File: src/rtl/core/cbd_pkg.sv
`timescale 1ns / 1ps
// ----------------------------------------------------------------------------
// CBOR descriptor decoder package
// Shared payload types, result codes and encoding constants.
// ----------------------------------------------------------------------------
package cbd_pkg;

   typedef enum logic [1:0] {
      KIND_VALUE  = 2'd0,
      KIND_BYTE   = 2'd1,
      KIND_STATUS = 2'd2
   } kind_type;

   typedef enum logic [1:0] {
      STATUS_OK     = 2'd0,
      STATUS_FORMAT = 2'd1,
      STATUS_SIZE   = 2'd2
   } status_type;

   typedef struct packed {
      logic [7:0] data_byte;
      logic       last_byte;
   } req_type;

   typedef struct packed {
      kind_type   kind;
      logic [3:0] field_key;
      logic [5:0] byte_index;
      logic [63:0] field_value;
      status_type status_code;
      logic       final_flag;
   } rsp_type;

   // Results raised by one accepted byte: an optional field result, then an
   // optional final status.
   typedef struct packed {
      logic    data_valid;
      rsp_type data;
      logic    stat_valid;
      rsp_type stat;
   } emit_type;

   localparam logic [2:0] MAJOR_UINT  = 3'd0;
   localparam logic [2:0] MAJOR_BYTES = 3'd2;
   localparam logic [2:0] MAJOR_MAP   = 3'd5;

   localparam logic [4:0] AI_ONE      = 5'd24;
   localparam logic [4:0] AI_TWO      = 5'd25;
   localparam logic [4:0] AI_FOUR     = 5'd26;
   localparam logic [4:0] AI_RESERVED = 5'd28;

   localparam logic [3:0]  ENTRY_COUNT = 4'd11;
   localparam logic [11:0] ALL_KEYS    = 12'hFFE;

   localparam logic [3:0] KEY_FOUNDER   = 4'd1;
   localparam logic [3:0] KEY_NAME      = 4'd2;
   localparam logic [3:0] KEY_SYMBOL    = 4'd3;
   localparam logic [3:0] KEY_WORD_A    = 4'd5;
   localparam logic [3:0] KEY_FLAG      = 4'd6;
   localparam logic [3:0] KEY_HALF      = 4'd7;
   localparam logic [3:0] KEY_WORD_B    = 4'd8;
   localparam logic [3:0] KEY_GENESIS   = 4'd10;
   localparam logic [3:0] KEY_SIGNATURE = 4'd11;

endpackage

File: src/rtl/core/cbd_parser.sv
`timescale 1ns / 1ps
// ----------------------------------------------------------------------------
// CBOR descriptor parser
// Holds the parse state and decodes one message byte per transfer.
// ----------------------------------------------------------------------------
module cbd_parser
   import cbd_pkg::*;
#(
   parameter int FOUNDER_KEY_BYTES = 64,
   parameter int NAME_CAPACITY     = 32,
   parameter int SYMBOL_CAPACITY   = 8,
   parameter int GENESIS_BYTES     = 32,
   parameter int SIGNATURE_BYTES   = 64
) (
   input  logic     clock,
   input  logic     reset,
   input  logic     accept,
   input  req_type  req,
   output emit_type emit
);

   typedef enum logic [2:0] {
      PH_MAP, PH_KEY, PH_VAL, PH_STR, PH_DONE, PH_SWALLOW
   } phase_type;

   phase_type   phase_ff, phase_in;
   logic [3:0]  hdr_left_ff, hdr_left_in;
   logic [63:0] acc_ff, acc_in;
   logic [3:0]  cur_key_ff, cur_key_in;
   logic [6:0]  str_left_ff, str_left_in;
   logic [5:0]  str_pos_ff, str_pos_in;
   logic [3:0]  entries_ff, entries_in;
   logic [11:0] keys_ff, keys_in;
   logic [31:0] currency_ff, currency_in;

   logic [7:0]  b;
   logic [2:0]  major;
   logic [4:0]  ai;
   logic [2:0]  exp_major;
   logic [63:0] acc_shift;
   logic [3:0]  entries_inc;
   phase_type   entry_phase;
   logic        is_str_key;
   logic        hd_fire;
   logic [63:0] hd_v;
   status_type  err;
   logic        restart;

   assign b           = req.data_byte;
   assign major       = b[7:5];
   assign ai          = b[4:0];
   assign acc_shift   = {acc_ff[55:0], b};
   assign entries_inc = entries_ff + 4'd1;
   assign entry_phase = (entries_inc >= ENTRY_COUNT) ? PH_DONE : PH_KEY;
   assign is_str_key  = (cur_key_ff == KEY_FOUNDER) || (cur_key_ff == KEY_NAME) ||
                        (cur_key_ff == KEY_SYMBOL) || (cur_key_ff == KEY_GENESIS) ||
                        (cur_key_ff == KEY_SIGNATURE);

   always_comb begin
      priority if (phase_ff == PH_MAP) begin
         exp_major = MAJOR_MAP;
      end else if (phase_ff == PH_KEY) begin
         exp_major = MAJOR_UINT;
      end else if (is_str_key) begin
         exp_major = MAJOR_BYTES;
      end else begin
         exp_major = MAJOR_UINT;
      end
   end

   always_comb begin
      phase_in    = phase_ff;
      hdr_left_in = hdr_left_ff;
      acc_in      = acc_ff;
      cur_key_in  = cur_key_ff;
      str_left_in = str_left_ff;
      str_pos_in  = str_pos_ff;
      entries_in  = entries_ff;
      keys_in     = keys_ff;
      currency_in = currency_ff;
      emit        = '0;
      hd_fire     = 1'b0;
      hd_v        = '0;
      err         = STATUS_OK;
      restart     = 1'b0;

      if (phase_ff == PH_SWALLOW) begin
         restart = req.last_byte;
      end else begin
         priority if (phase_ff == PH_DONE) begin
            err = STATUS_FORMAT;
         end else if (phase_ff == PH_STR) begin
            emit.data_valid      = 1'b1;
            emit.data.kind       = KIND_BYTE;
            emit.data.field_key  = cur_key_ff;
            emit.data.byte_index = str_pos_ff;
            emit.data.field_value = {56'd0, b};
            if ((cur_key_ff == KEY_GENESIS) && (str_pos_ff < 6'd4)) begin
               currency_in = {currency_ff[23:0], b};
            end
            str_pos_in  = str_pos_ff + 6'd1;
            str_left_in = str_left_ff - 7'd1;
            if (str_left_ff == 7'd1) begin
               entries_in = entries_inc;
               phase_in   = entry_phase;
            end
         end else if (hdr_left_ff != 4'd0) begin
            acc_in      = acc_shift;
            hdr_left_in = hdr_left_ff - 4'd1;
            if (hdr_left_ff == 4'd1) begin
               hd_fire = 1'b1;
               hd_v    = acc_shift;
            end
         end else if ((major != exp_major) || (ai >= AI_RESERVED)) begin
            err = STATUS_FORMAT;
         end else if (ai < AI_ONE) begin
            hd_fire = 1'b1;
            hd_v    = 64'(ai);
         end else begin
            acc_in = '0;
            priority if (ai == AI_ONE) begin
               hdr_left_in = 4'd1;
            end else if (ai == AI_TWO) begin
               hdr_left_in = 4'd2;
            end else if (ai == AI_FOUR) begin
               hdr_left_in = 4'd4;
            end else begin
               hdr_left_in = 4'd8;
            end
         end

         if (hd_fire) begin
            priority if (phase_ff == PH_MAP) begin
               if (hd_v != 64'(ENTRY_COUNT)) begin
                  err = STATUS_FORMAT;
               end else begin
                  entries_in = '0;
                  phase_in   = PH_KEY;
               end
            end else if (phase_ff == PH_KEY) begin
               if ((hd_v < 64'd1) || (hd_v > 64'(ENTRY_COUNT))) begin
                  err = STATUS_FORMAT;
               end else begin
                  cur_key_in = hd_v[3:0];
                  keys_in    = keys_ff | (12'd1 << hd_v[3:0]);
                  phase_in   = PH_VAL;
               end
            end else if (is_str_key) begin
               priority if (cur_key_ff == KEY_FOUNDER) begin
                  if (hd_v != 64'(FOUNDER_KEY_BYTES)) err = STATUS_SIZE;
               end else if (cur_key_ff == KEY_GENESIS) begin
                  if (hd_v != 64'(GENESIS_BYTES)) err = STATUS_SIZE;
               end else if (cur_key_ff == KEY_SIGNATURE) begin
                  if (hd_v != 64'(SIGNATURE_BYTES)) err = STATUS_SIZE;
               end else if (cur_key_ff == KEY_NAME) begin
                  if (hd_v >= 64'(NAME_CAPACITY)) err = STATUS_SIZE;
               end else begin
                  if (hd_v >= 64'(SYMBOL_CAPACITY)) err = STATUS_SIZE;
               end
               if (err == STATUS_OK) begin
                  if (hd_v == 64'd0) begin
                     entries_in = entries_inc;
                     phase_in   = entry_phase;
                  end else begin
                     str_left_in = hd_v[6:0];
                     str_pos_in  = '0;
                     phase_in    = PH_STR;
                  end
               end
            end else begin
               priority if (((cur_key_ff == KEY_WORD_A) || (cur_key_ff == KEY_WORD_B)) &&
                            (hd_v[63:32] != 32'd0)) begin
                  err = STATUS_FORMAT;
               end else if ((cur_key_ff == KEY_FLAG) && (hd_v > 64'd1)) begin
                  err = STATUS_FORMAT;
               end else if ((cur_key_ff == KEY_HALF) && (hd_v[63:16] != 48'd0)) begin
                  err = STATUS_FORMAT;
               end else begin
                  emit.data_valid       = 1'b1;
                  emit.data.kind        = KIND_VALUE;
                  emit.data.field_key   = cur_key_ff;
                  emit.data.field_value = hd_v;
                  entries_in = entries_inc;
                  phase_in   = entry_phase;
               end
            end
         end

         if ((err == STATUS_OK) && req.last_byte) begin
            priority if (phase_in != PH_DONE) begin
               err = STATUS_SIZE;
            end else if ((keys_in & ALL_KEYS) != ALL_KEYS) begin
               err = STATUS_FORMAT;
            end else begin
               emit.stat_valid       = 1'b1;
               emit.stat.kind        = KIND_STATUS;
               emit.stat.field_value = {32'd0, currency_in};
               emit.stat.status_code = STATUS_OK;
               emit.stat.final_flag  = 1'b1;
               restart = 1'b1;
            end
         end

         if (err != STATUS_OK) begin
            emit.stat_valid       = 1'b1;
            emit.stat.kind        = KIND_STATUS;
            emit.stat.status_code = err;
            emit.stat.final_flag  = 1'b1;
            if (req.last_byte) begin
               restart = 1'b1;
            end else begin
               phase_in = PH_SWALLOW;
            end
         end
      end

      if (restart) begin
         phase_in    = PH_MAP;
         hdr_left_in = '0;
         acc_in      = '0;
         cur_key_in  = '0;
         str_left_in = '0;
         str_pos_in  = '0;
         entries_in  = '0;
         keys_in     = '0;
         currency_in = '0;
      end
   end

   always_ff @(posedge clock) begin
      if (reset) begin
         phase_ff    <= PH_MAP;
         hdr_left_ff <= '0;
         acc_ff      <= '0;
         cur_key_ff  <= '0;
         str_left_ff <= '0;
         str_pos_ff  <= '0;
         entries_ff  <= '0;
         keys_ff     <= '0;
         currency_ff <= '0;
      end else if (accept) begin
         phase_ff    <= phase_in;
         hdr_left_ff <= hdr_left_in;
         acc_ff      <= acc_in;
         cur_key_ff  <= cur_key_in;
         str_left_ff <= str_left_in;
         str_pos_ff  <= str_pos_in;
         entries_ff  <= entries_in;
         keys_ff     <= keys_in;
         currency_ff <= currency_in;
      end
   end

endmodule

File: src/rtl/core/cbd_rsp_queue.sv
`timescale 1ns / 1ps
// ----------------------------------------------------------------------------
// CBOR descriptor result queue
// Four-entry queue that takes up to two results per transfer and
// presents one result per cycle on the output channel while rsp_stall is low.
// ----------------------------------------------------------------------------
module cbd_rsp_queue
   import cbd_pkg::*;
(
   input  logic     clock,
   input  logic     reset,
   input  logic     push,
   input  emit_type emit,
   output logic     full,
   output logic [2:0] count,
   output logic     rsp_valid,
   input  logic     rsp_stall,
   output rsp_type  rsp_payload
);

   rsp_type    mem_ff [4];
   logic [1:0] rd_ptr_ff, rd_ptr_in;
   logic [1:0] wr_ptr_ff, wr_ptr_in;
   logic [2:0] count_ff, count_in;
   logic [1:0] wr_next;
   logic [1:0] n_push;
   logic       pop;
   rsp_type    first;

   assign n_push  = push ? (2'(emit.data_valid) + 2'(emit.stat_valid)) : 2'd0;
   assign pop     = (count_ff != 3'd0) && !rsp_stall;
   assign wr_next = wr_ptr_ff + 2'd1;
   assign first   = emit.data_valid ? emit.data : emit.stat;

   assign rd_ptr_in = rd_ptr_ff + 2'(pop);
   assign wr_ptr_in = wr_ptr_ff + n_push;
   assign count_in  = count_ff + 3'(n_push) - 3'(pop);

   assign full        = count_ff > 3'd2;
   assign count       = count_ff;
   assign rsp_valid   = count_ff != 3'd0;
   assign rsp_payload = mem_ff[rd_ptr_ff];

   always_ff @(posedge clock) begin
      if (reset) begin
         rd_ptr_ff <= '0;
         wr_ptr_ff <= '0;
         count_ff  <= '0;
      end else begin
         rd_ptr_ff <= rd_ptr_in;
         wr_ptr_ff <= wr_ptr_in;
         count_ff  <= count_in;
      end
   end

   always_ff @(posedge clock) begin
      if (n_push != 2'd0) begin
         mem_ff[wr_ptr_ff] <= first;
      end
      if (n_push == 2'd2) begin
         mem_ff[wr_next] <= emit.stat;
      end
   end

endmodule

File: src/rtl/core/cbor_descriptor_decoder.sv
`timescale 1ns / 1ps
// ----------------------------------------------------------------------------
// CBOR descriptor decoder
// Streaming decoder for an eleven-entry CBOR map descriptor.
// ----------------------------------------------------------------------------
// One message byte is taken per cycle. Each accepted byte is decoded against
// the parse state in the same cycle and its results, at most two, enter a
// four-entry result queue; they appear on the result channel from the next
// cycle. The result queue drains one result per cycle while rsp_stall is
// low, so a byte that raises two results (the final byte of a field and the
// end-of-message status) needs two transfers; the input stalls while more
// than two results are queued. After an error status the remaining bytes
// of the message are consumed without results up to the byte marked last.
module cbor_descriptor_decoder
   import cbd_pkg::*;
#(
   parameter int FOUNDER_KEY_BYTES = 64,
   parameter int NAME_CAPACITY     = 32,
   parameter int SYMBOL_CAPACITY   = 8,
   parameter int GENESIS_BYTES     = 32,
   parameter int SIGNATURE_BYTES   = 64
) (
   input  logic    clock,
   input  logic    reset,
   input  logic    req_valid,
   output logic    req_stall,
   input  req_type req_payload,
   output logic    rsp_valid,
   input  logic    rsp_stall,
   output rsp_type rsp_payload
);

   logic       accept;
   logic       full;
   logic [2:0] count;
   emit_type   emit;

   assign req_stall = full;
   assign accept    = req_valid && !full;

   cbd_parser #(
      .FOUNDER_KEY_BYTES(FOUNDER_KEY_BYTES),
      .NAME_CAPACITY    (NAME_CAPACITY),
      .SYMBOL_CAPACITY  (SYMBOL_CAPACITY),
      .GENESIS_BYTES    (GENESIS_BYTES),
      .SIGNATURE_BYTES  (SIGNATURE_BYTES)
   ) u_parser (
      .clock (clock),
      .reset (reset),
      .accept(accept),
      .req   (req_payload),
      .emit  (emit)
   );

   cbd_rsp_queue u_queue (
      .clock      (clock),
      .reset      (reset),
      .push       (accept),
      .emit       (emit),
      .full       (full),
      .count      (count),
      .rsp_valid  (rsp_valid),
      .rsp_stall  (rsp_stall),
      .rsp_payload(rsp_payload)
   );

   a_queue_bound: assert property (@(posedge clock) disable iff (reset)
      count <= 3'd4)
      else $error("Result queue occupancy out of range.");

   a_status_form: assert property (@(posedge clock) disable iff (reset)
      accept && emit.stat_valid |-> emit.stat.final_flag && (emit.stat.kind == KIND_STATUS))
      else $error("Status result without final flag.");

   a_field_not_final: assert property (@(posedge clock) disable iff (reset)
      accept && emit.data_valid |-> !emit.data.final_flag && (emit.data.kind != KIND_STATUS))
      else $error("Field result marked as status.");

   a_drain: assert property (@(posedge clock) disable iff (reset)
      rsp_valid && !rsp_stall && !accept |=> count == $past(count) - 3'd1)
      else $error("Result queue did not drain on transfer.");

endmodule

File: config.mk
export PLATFORM = sky130hd
export DESIGN_NAME = cbor_descriptor_decoder
export DESIGN_NICKNAME = d
export VERILOG_FILES = /design/src/rtl/core/cbd_pkg.sv /design/src/rtl/core/cbd_parser.sv /design/src/rtl/core/cbd_rsp_queue.sv /design/src/rtl/core/cbor_descriptor_decoder.sv
export SDC_FILE = /design/constraint.sdc
export NUM_CORES = 1
export LEC_CHECK = 0
export ABC_AREA = 0
export BUFFER_PORTS_ARGS = -buffer_cell sky130_fd_sc_hd__buf_2
export CORE_ASPECT_RATIO = 0.75
export CORE_MARGIN = 5
export CORE_UTILIZATION = 63
export DETAILED_ROUTE_END_ITERATION = 16
export HOLD_SLACK_MARGIN = 0.15
export MAX_ROUTING_LAYER = met4
export PLACE_DENSITY = 0.81
export SLEW_MARGIN = 0
export SYNTH_ARGS = -nofsm -noshare
export SYNTH_HDL_FRONTEND = slang
export SYNTH_SLANG_ARGS = --single-unit
File: constraint.sdc
create_clock -name clock -period 13.1 [get_ports clock]
set_input_delay 2.62 -clock clock [delete_from_list [all_inputs] [get_ports clock]]
set_output_delay 2.62 -clock clock [all_outputs]
set_load 0.05 [all_outputs]
==> results of run 1 <==
worst min path at each step:
stage	endpoint	slack, ns	depth (start not counted)
6_report	u_queue.mem_ff[3][76]$_SDFFE_PP0N_	0.45	2
3_3_place_gp	u_queue.mem_ff[1][73]$_SDFFE_PP0N_	0.43	2
3_5_place_dp	u_queue.mem_ff[3][76]$_SDFFE_PP0N_	0.44	2
4_1_cts	u_parser.keys_ff[4]$_SDFFE_PP0P_	0.45	2
5_1_grt	u_parser.keys_ff[9]$_SDFFE_PP0P_	0.48	2
2_1_floorplan	u_queue.mem_ff[1][69]$_SDFFE_PP0N_	0.42	2
per-layer routing:
layer	vias to the layer above	routed length (µm)
li1	7178	-
met1	8018	23300
met2	1180	26100
met3	168	6680
met4	0	2040
met5	-	0
state kept, by name, summed over array words and instances (netlist names), 4 cells and up:
name / cells
u_parser.acc_ff: 56
u_queue.mem_ff: 312
u_parser.hdr_left_ff: 4
u_parser.str_pos_ff: 6
u_parser.keys_ff: 11
u_parser.currency_ff: 32
u_parser.entries_ff: 4
u_parser.cur_key_ff: 4
u_parser.str_left_ff: 7
Yosys cell counts (8+ instances only):
cell type | count | area, µm²
clkbuf_1 | 125 | 469
nand4_1 | 12 | 75.1
ha_1 | 15 | 188
and3_1 | 10 | 62.6
inv_1 | 26 | 97.6
a32o_1 | 16 | 160
a31oi_1 | 15 | 93.8
o2bb2ai_1 | 13 | 114
a22o_1 | 137 | 1200
nor4_1 | 25 | 156
nand2b_1 | 9 | 56.3
nor3_1 | 23 | 115
mux4_2 | 78 | 1760
and2_1 | 8 | 50.1
nor2_1 | 131 | 492
buf_1 | 20 | 75.1
o21ai_1 | 64 | 320
o21ai_0 | 83 | 415
a21oi_1 | 92 | 460
dfxtp_1 | 306 | 6130
a22oi_1 | 45 | 338
buf_6 | 13 | 146
o22ai_1 | 16 | 100
o21ai_2 | 13 | 114
nand2_1 | 247 | 927
xnor2_1 | 10 | 87.6
nand3_1 | 78 | 390
edfxtp_1 | 140 | 4200
mux2i_1 | 29 | 290
power by group:
group          internal [mW]  total (mW)  switching, mW
logic                  0.205       0.757          0.553
registers               1.48        1.53         0.0430
clock network          0.712        1.25          0.542
through the flow:
stage / hold slack (ns) / util, % / cell area [µm²] / power (mW) / setup slack [ns]
after CTS: 0.453 / 70.3 / 22000 / 3.54 / 5.79
after global routing: 0.476 / 70.3 / 22000 / 3.65 / 5.19
final: 0.452 / 70.3 / 22000 / 3.54 / 5.62
after floorplan: 0.420 / - / 20000 / 2.10 / 5.82
after global placement: 0.430 / 65.8 / 20600 / 2.30 / 5.37
after detailed placement: 0.440 / 65.8 / 20600 / 2.31 / 5.23
tightest hold or removal path, delay by kind of cell, from the launching register on:
kind               cells  cell delay, ns
DFF                    1            0.32
and+or+nand+nor        1            0.04
AOI/OAI and AO/OA      1            0.05
cells by family after synthesis:
group,Yosys count,share of synthesized area [%]
flip-flops,446,51.6
AO/OA/AOI/OAI,548,18.9
AND/OR/NAND/NOR,592,13.6
adder cells (fa/ha/maj),16,1.04
buffers and inverters,187,4.03
XOR/XNOR,12,0.525
multiplexers,109,10.3
final cells by class:
type	instances	area, µm²	share of cell area, %
Tap cell	406	508	2.31
Timing Repair Buffer	119	663	3.01
Sequential cell	446	10300	46.9
Clock buffer	52	1190	5.41
Inverter	26	97.6	0.443
Multi-Input combinational cell	1277	8990	40.8
Clock inverter	28	236	1.07
Antenna cell	3	7.51	0.0341
==> parameters.txt, run 1 <==
Parameter                              Value

Critical path
  Setup slack on the worst flop-to-flop path    6.61 ns
  Timing endpoint of the critical path    u_queue.mem_ff[0][17]$_DFFE_PP_
  Critical-path top delay cell    or3_1
  Worst Path Arrival    7.73 ns
  Kind of critical path    input port to flop
  Path depth of the worst reg2reg path    15
  CP Buf/Inv Count    1
  Kind of cell with the highest combined delay on the critical path    simple AND/OR/NAND/NOR gates
  Kind of capture point of the worst setup path    flop
  Worst setup path start    req_payload[8]
  Crit Reg-Reg Endpoint    u_queue.mem_ff[0][17]$_DFFE_PP_
  Critical path required time    13.34 ns
  Critical Path Max Stage Delay    ~1.1 ns
  Startpoint kind of the worst setup timing path    input port
  R2R Path Start    u_parser.acc_ff[51]$_SDFFE_PP0P_
  Largest fanout on the critical path    32
  Cell Chain, Critical Path    buf_2, and2_1, mux2_4, a31o_1, a211oi_4, o21ai_2, nor4_1, or2_2, ha_1, o21ai_1, nor3_1, a21oi_1, or3_1, o21ai_0
  Depth of the critical timing path with buffers and inverters included    14

Detailed routing
  Final ANT Viol Nets    0
  Initial DRC count    between 2000 and 2500
  DR vias/cell    7.02
  Vias    16544
  Final wirelength    58100 µm
  Per-cell routed wire length    approximately 25 µm
  Total DRC errors in the routed layout    0
  First-pass DRT Iterations    6

Timing
  Final-report max-slew violation count    0
  RSZ-0062 raised after global routing    false
  Worst Tran Pin Value    1.40 ns
  TNS Setup    0 ns
  Post-route minimum period    7.48 ns
  Max Clock Skew    0.0200 ns
  Period Utilization, post-route    57.1%
  Number of failing setup endpoints in the final timing report    0
  Relative max-transition margin    6.75%
  Hold Violations, Final    0
  Peak clock frequency supported by timing    134 MHz

Clock tree
  Resized cells post-CTS    0
  CTS H-Tree Depth    2
  Register clock-pin slew on the reported worst setup and hold paths    0.06 ns
  Clock insertion delay at the later pin of the skew report    0.56 ns
  Root cell of the clock tree    clkbuf_16
  Post-CTS Hold Fix Bufs    0
  CTS tree    built
  Number of clock buffers inserted by TritonCTS    43
  Post-CTS setup buffer count    0
  Longest Clk Path Bufs    3
  TritonCTS sink count    446

GRT
  Global-route wire length before repair    91000 µm
  Layer with the highest usage after global routing    met2
  GRT Overall Usage    33.1%
  Global routing met2 resource utilization    49.3%
  Antenna violations before repair    1
  Total overflow reported by the global router    0
  Largest net degree at the start of global routing    just over 100
  Met1 routing resource usage after global routing    46.4%
  Vias in the first global route    15888
  Global routing met3 resource utilization    6.03%

Logic synthesis
  Most used flip-flop cell after synthesis    dfxtp_1
  Post-synth EDFFs    140
  Synth cell types    around 80
  Net Count, Synth    1939
  Share of the yosys chip area belonging to registers    51.6%
  Syn. warnings    0
  Combined area of all synthesized cells    20000 µm²
  Synthesis-stage register bit count    446
  Async SR Flop Fraction    0%
  Cell count after synthesis    roughly 1900
  Per-instance average area after synthesis    about 10 µm²

Die
  Number of standard-cell rows in the floorplan    56
  Chip height    164 µm
  X dimension of the die    between 200 and 250 µm
  Initial cell density of the core    a little under two thirds
  Area of the die    35500 µm²
  Core region area    31300 µm²
  Number of placed I/O pins    94

Placement
  Detailed placer's ending HPWL    36200 µm
  GP Congestion    1.02
  Port Buffer Count    93
  Post-placement cell count    2274

Layout
  Fillcell total    2216
  NumNets Final    1942
  Most frequent cells in the layout    dfxtp_1, nand2_1, edfxtp_1, a22o_1, nor2_1
  Synth-to-Final Area Change    9.98%
  Share of cells above drive strength 1    16.3%
  Most frequent standard cell in the layout excluding fill and tap cells    dfxtp_1
  Filler-free cell count of the finished design    2357

Run
  Max-cap violations    0

Power
  Maximum vdd drop    ~0.00017 V
  Ratio of total power to cell area    161 nW/µm²
  Reported leakage power    7.77 nW

Run status
  Run status    complete, no violations

Min path
  Path type of the worst min-delay path    flop to flop
  Startpoint of the worst hold path    u_queue.mem_ff[3][76]$_SDFFE_PP0N_
No activity file was read; power rests on OpenSTA's default activity.
==> run 2, diff against run 1 <==
--- a/config.mk
+++ b/config.mk
@@ -9,11 +9,11 @@
 export BUFFER_PORTS_ARGS = -buffer_cell sky130_fd_sc_hd__buf_2
 export CORE_ASPECT_RATIO = 0.75
 export CORE_MARGIN = 5
-export CORE_UTILIZATION = 63
+export CORE_UTILIZATION = 62
 export DETAILED_ROUTE_END_ITERATION = 16
 export HOLD_SLACK_MARGIN = 0.15
 export MAX_ROUTING_LAYER = met4
-export PLACE_DENSITY = 0.81
+export PLACE_DENSITY = 0.8
 export SLEW_MARGIN = 0
 export SYNTH_ARGS = -nofsm -noshare
 export SYNTH_HDL_FRONTEND = slang
==> constraint.sdc (replaced) <==
create_clock -name clock -period 7.4 [get_ports clock]
set_input_delay 1.48 -clock clock [delete_from_list [all_inputs] [get_ports clock]]
set_output_delay 1.48 -clock clock [all_outputs]
set_load 0.05 [all_outputs]
==> run 2 against run 1 <==
Compared with the run above:
- sequential share of layout area fell by 0.48 points
- register-to-register slack got worse by 5.5 ns
- routed wire length up 2.6%
- clock power increased by 82%
- global-route usage rose by 0.19 points
- via count increased by 0.67%
- highest routed layer unchanged
==> parameters.txt, run 2 (synthesis gave the netlist of run 1 again) <==
Parameter                              Value

Power
  Ratio of total power to cell area    284 nW/µm² (+77%)
  Comb pwr share    20.8% (-0.6 points)
  Internal power component    4.32 mW (+80%)
  Part of the total power dissipated in sequential elements    43.2% (about the same)
  Reported leakage power    7.88 nW (+1.4%)
  Net switching power    1.99 mW (+75%)
  Final Total Pwr    6.32 mW (+79%)
  Switching Share    31.6% (-0.60 points)
  Proportion of power drawn by the clock network    36.0% (+0.5 points)
  Maximum vdd drop    0.000191 V (+12%)

Detailed routing
  Total DRC errors in the routed layout    0 (unchanged)
  Total length of routed met2 wires    27100 µm (+3.5%)
  First-pass DRT Iterations    6 (unchanged)
  Per-cell routed wire length    24.7 µm (+0.35%)
  Final ANT Viol Nets    0 (unchanged)
  Top sig layer    met4
  Routed metal-1 wire length    23600 µm (+1.6%)
  Final wirelength    59600 µm (+2.6%)
  Vias    16655 (+0.67%)
  Initial DRC count    2332 (+6.8%)
  WL met3    6880 µm (+3.0%)
  DR vias/cell    6.91 (-1.5%)

Layout
  Most frequent cells in the layout    dfxtp_1, nand2_1, edfxtp_1, a22o_1, nor2_1
  Max reg flops    312 (unchanged)
  Top reg by flops    u_queue.mem_ff
  Fillcell total    2301 (+3.8%)
  Filler-free cell count of the finished design    2409 (+2.2%)
  Area of the multi-input gates    8990 µm² (unchanged)
  NumNets Final    1960 (+0.93%)
  Share of cells above drive strength 1    16.8% (+0.52 points)
  Synth-to-Final Area Change    11.1%
  Flip-flop and latch area    10300 µm² (unchanged)
  Final Instance Area    22300 µm² (+1.0%)
  Largest registers    u_queue.mem_ff x312, u_parser.acc_ff x56, u_parser.currency_ff x32
  Most frequent standard cell in the layout excluding fill and tap cells    dfxtp_1

Clock tree
  Post-CTS Hold Fix Bufs    0 (unchanged)
  Number of clock buffers inserted by TritonCTS    43 (unchanged)
  Clock insertion delay at the later pin of the skew report    0.57 ns (about the same)
  CTS H-Tree Depth    2 (unchanged)
  Longest Clk Path Bufs    3 (unchanged)
  Root cell of the clock tree    clkbuf_16
  CTS tree    built
  TritonCTS sink count    446 (unchanged)
  Register clock-pin slew on the reported worst setup and hold paths    0.06 ns (about the same)
  Post-CTS setup buffer count    0 (unchanged)
  Resized cells post-CTS    0 (unchanged)

Die
  Initial cell density of the core    62.3% (-1.7 points)
  Chip height    166 µm (+0.75%)
  Number of standard-cell rows in the floorplan    57 (+1.8%)
  Number of placed I/O pins    94 (unchanged)
  X dimension of the die    218 µm (+0.77%)
  Core region area    32200 µm² (+2.7%)
  Area of the die    36000 µm² (+1.5%)

GRT
  Global-route wire length before repair    93400 µm (+2.6%)
  GRT Overall Usage    33.3% (+0.19 points)
  Vias in the first global route    16201 (+2.0%)
  Antenna violations before repair    2 (+1)
  Largest net degree at the start of global routing    82 (-19%)
  Total overflow reported by the global router    0 (unchanged)

Timing
  TNS Setup    0 ns (unchanged)
  Final-report max-slew violation count    0 (unchanged)
  Fin worst setup slack    1.14 ns (-4.47 ns)
  Max Clock Skew    0.0215 ns (+0.00158 ns)
  RSZ-0062 raised after global routing    false
  Relative max-transition margin    35.8% (+29 points)
  Hold Violations, Final    0 (unchanged)
  Post-route minimum period    6.26 ns
  Number of failing setup endpoints in the final timing report    0 (unchanged)
  Peak clock frequency supported by timing    160 MHz
  Period Utilization, post-route    a little over four fifths
  Worst Tran Pin Value    0.963 ns (-0.436 ns)

Min path
  Worst hold path depth    2 (unchanged)
  Path type of the worst min-delay path    flop to flop

Run status
  Run status    complete, no violations

Placement
  Pre-CTS worst setup slack    1.13 ns (-4.10 ns)
  GP Congestion    1.04 (+1.8%)
  Port Buffer Count    93 (unchanged)
  Post-placement cell count    2328 (+2.4%)
  Placed instance area    20800 µm² (+0.94%)
  Detailed placer's ending HPWL    37200 µm (+2.8%)

Critical path
  Largest fanout on the critical path    32 (unchanged)
  Depth of the critical timing path with buffers and inverters included    17 (+3)
  Cell Chain, Critical Path    nand3b_1, inv_1, buf_4, nor3_1, nand4b_1, o31a_1, o31a_1, o21ai_2, nor4_1, or2_2, ha_1, o21ai_1, nor3_1, a21oi_1, or3_1, buf_4, o21ai_0
  Kind of capture point of the worst setup path    flop
  Worst Path Arrival    6.53 ns (-1.20 ns)
  Kind of cell with the highest combined delay on the critical path    simple AND/OR/NAND/NOR gates
  Kind of critical path    flop to flop
  Path depth of the worst reg2reg path    17 (+2)
  Startpoint kind of the worst setup timing path    flop
  Critical path required time    7.68 ns (-5.66 ns)
  Critical Path Max Stage Delay    0.71 ns (-0.40 ns)
  Critical-path top delay cell    nand3b_1
  CP Buf/Inv Count    3 (+2)

Run
  Max-cap violations    0 (unchanged)
[run 2: per-stage QoR]
| stage | hold WS [ns] | utilization, % |
|---|---|---|
| 6_report | 0.455 | 69.2 |
| 3_3_place_gp | 0.429 | 64.6 |
| 2_1_floorplan | 0.420 | - |
| 5_1_grt | 0.463 | 69.2 |
| 4_1_cts | 0.453 | 69.2 |
| 3_5_place_dp | 0.441 | 64.6 |
[run 2: power groups by stage]
| stage | sequential (mW) | clock (mW) | combinational, mW |
|---|---|---|---|
| 2_1_floorplan | 2.70 | 0 | 1.01 |
| 5_1_grt | 2.74 | 2.40 | 1.38 |
| 3_5_place_dp | 2.78 | 0 | 1.30 |
| 3_3_place_gp | 2.78 | 0 | 1.30 |
| 4_1_cts | 2.73 | 2.29 | 1.31 |
| 6_report | 2.73 | 2.28 | 1.31 |
[run 2: routing by layer]
metal  GRT usage, %  vias to the layer above
met3           6.35                      172
met4           11.4                        0
met5              -                        -
met2           49.4                     1198
met1           46.6                     8070
li1               -                     7215
[run 2: worst min-delay path, cell delays in order (launching register included)]
cell and delay, ns:
dfxtp_1 0.31, nand2_1 0.05, a21oi_1 0.05
[run 2: worst paths after layout]
kind	endpoint	from	slack (ns)
hold reg to reg	u_queue.mem_ff[0][77]$_SDFFE_PP0P_	u_queue.mem_ff[0][77]$_SDFFE_PP0P_	0.45
setup reg to reg	u_queue.mem_ff[0][33]$_DFFE_PP_	u_parser.phase_ff[2]$_SDFFE_PP0P_	1.14
setup / recovery	u_queue.mem_ff[0][33]$_DFFE_PP_	u_parser.phase_ff[2]$_SDFFE_PP0P_	1.14
hold / removal	u_queue.mem_ff[0][77]$_SDFFE_PP0P_	u_queue.mem_ff[0][77]$_SDFFE_PP0P_	0.45
[run 2: cell type report]
type / instances / area share, %
sequential: 446 / 46.4
multi-input combinational: 1277 / 40.4
clock buffer: 60 / 5.63
timing repair buffer: 137 / 3.64
tap: 442 / 2.48
clock inverter: 19 / 0.956
inverter: 26 / 0.438
antenna: 2 / 0.0225
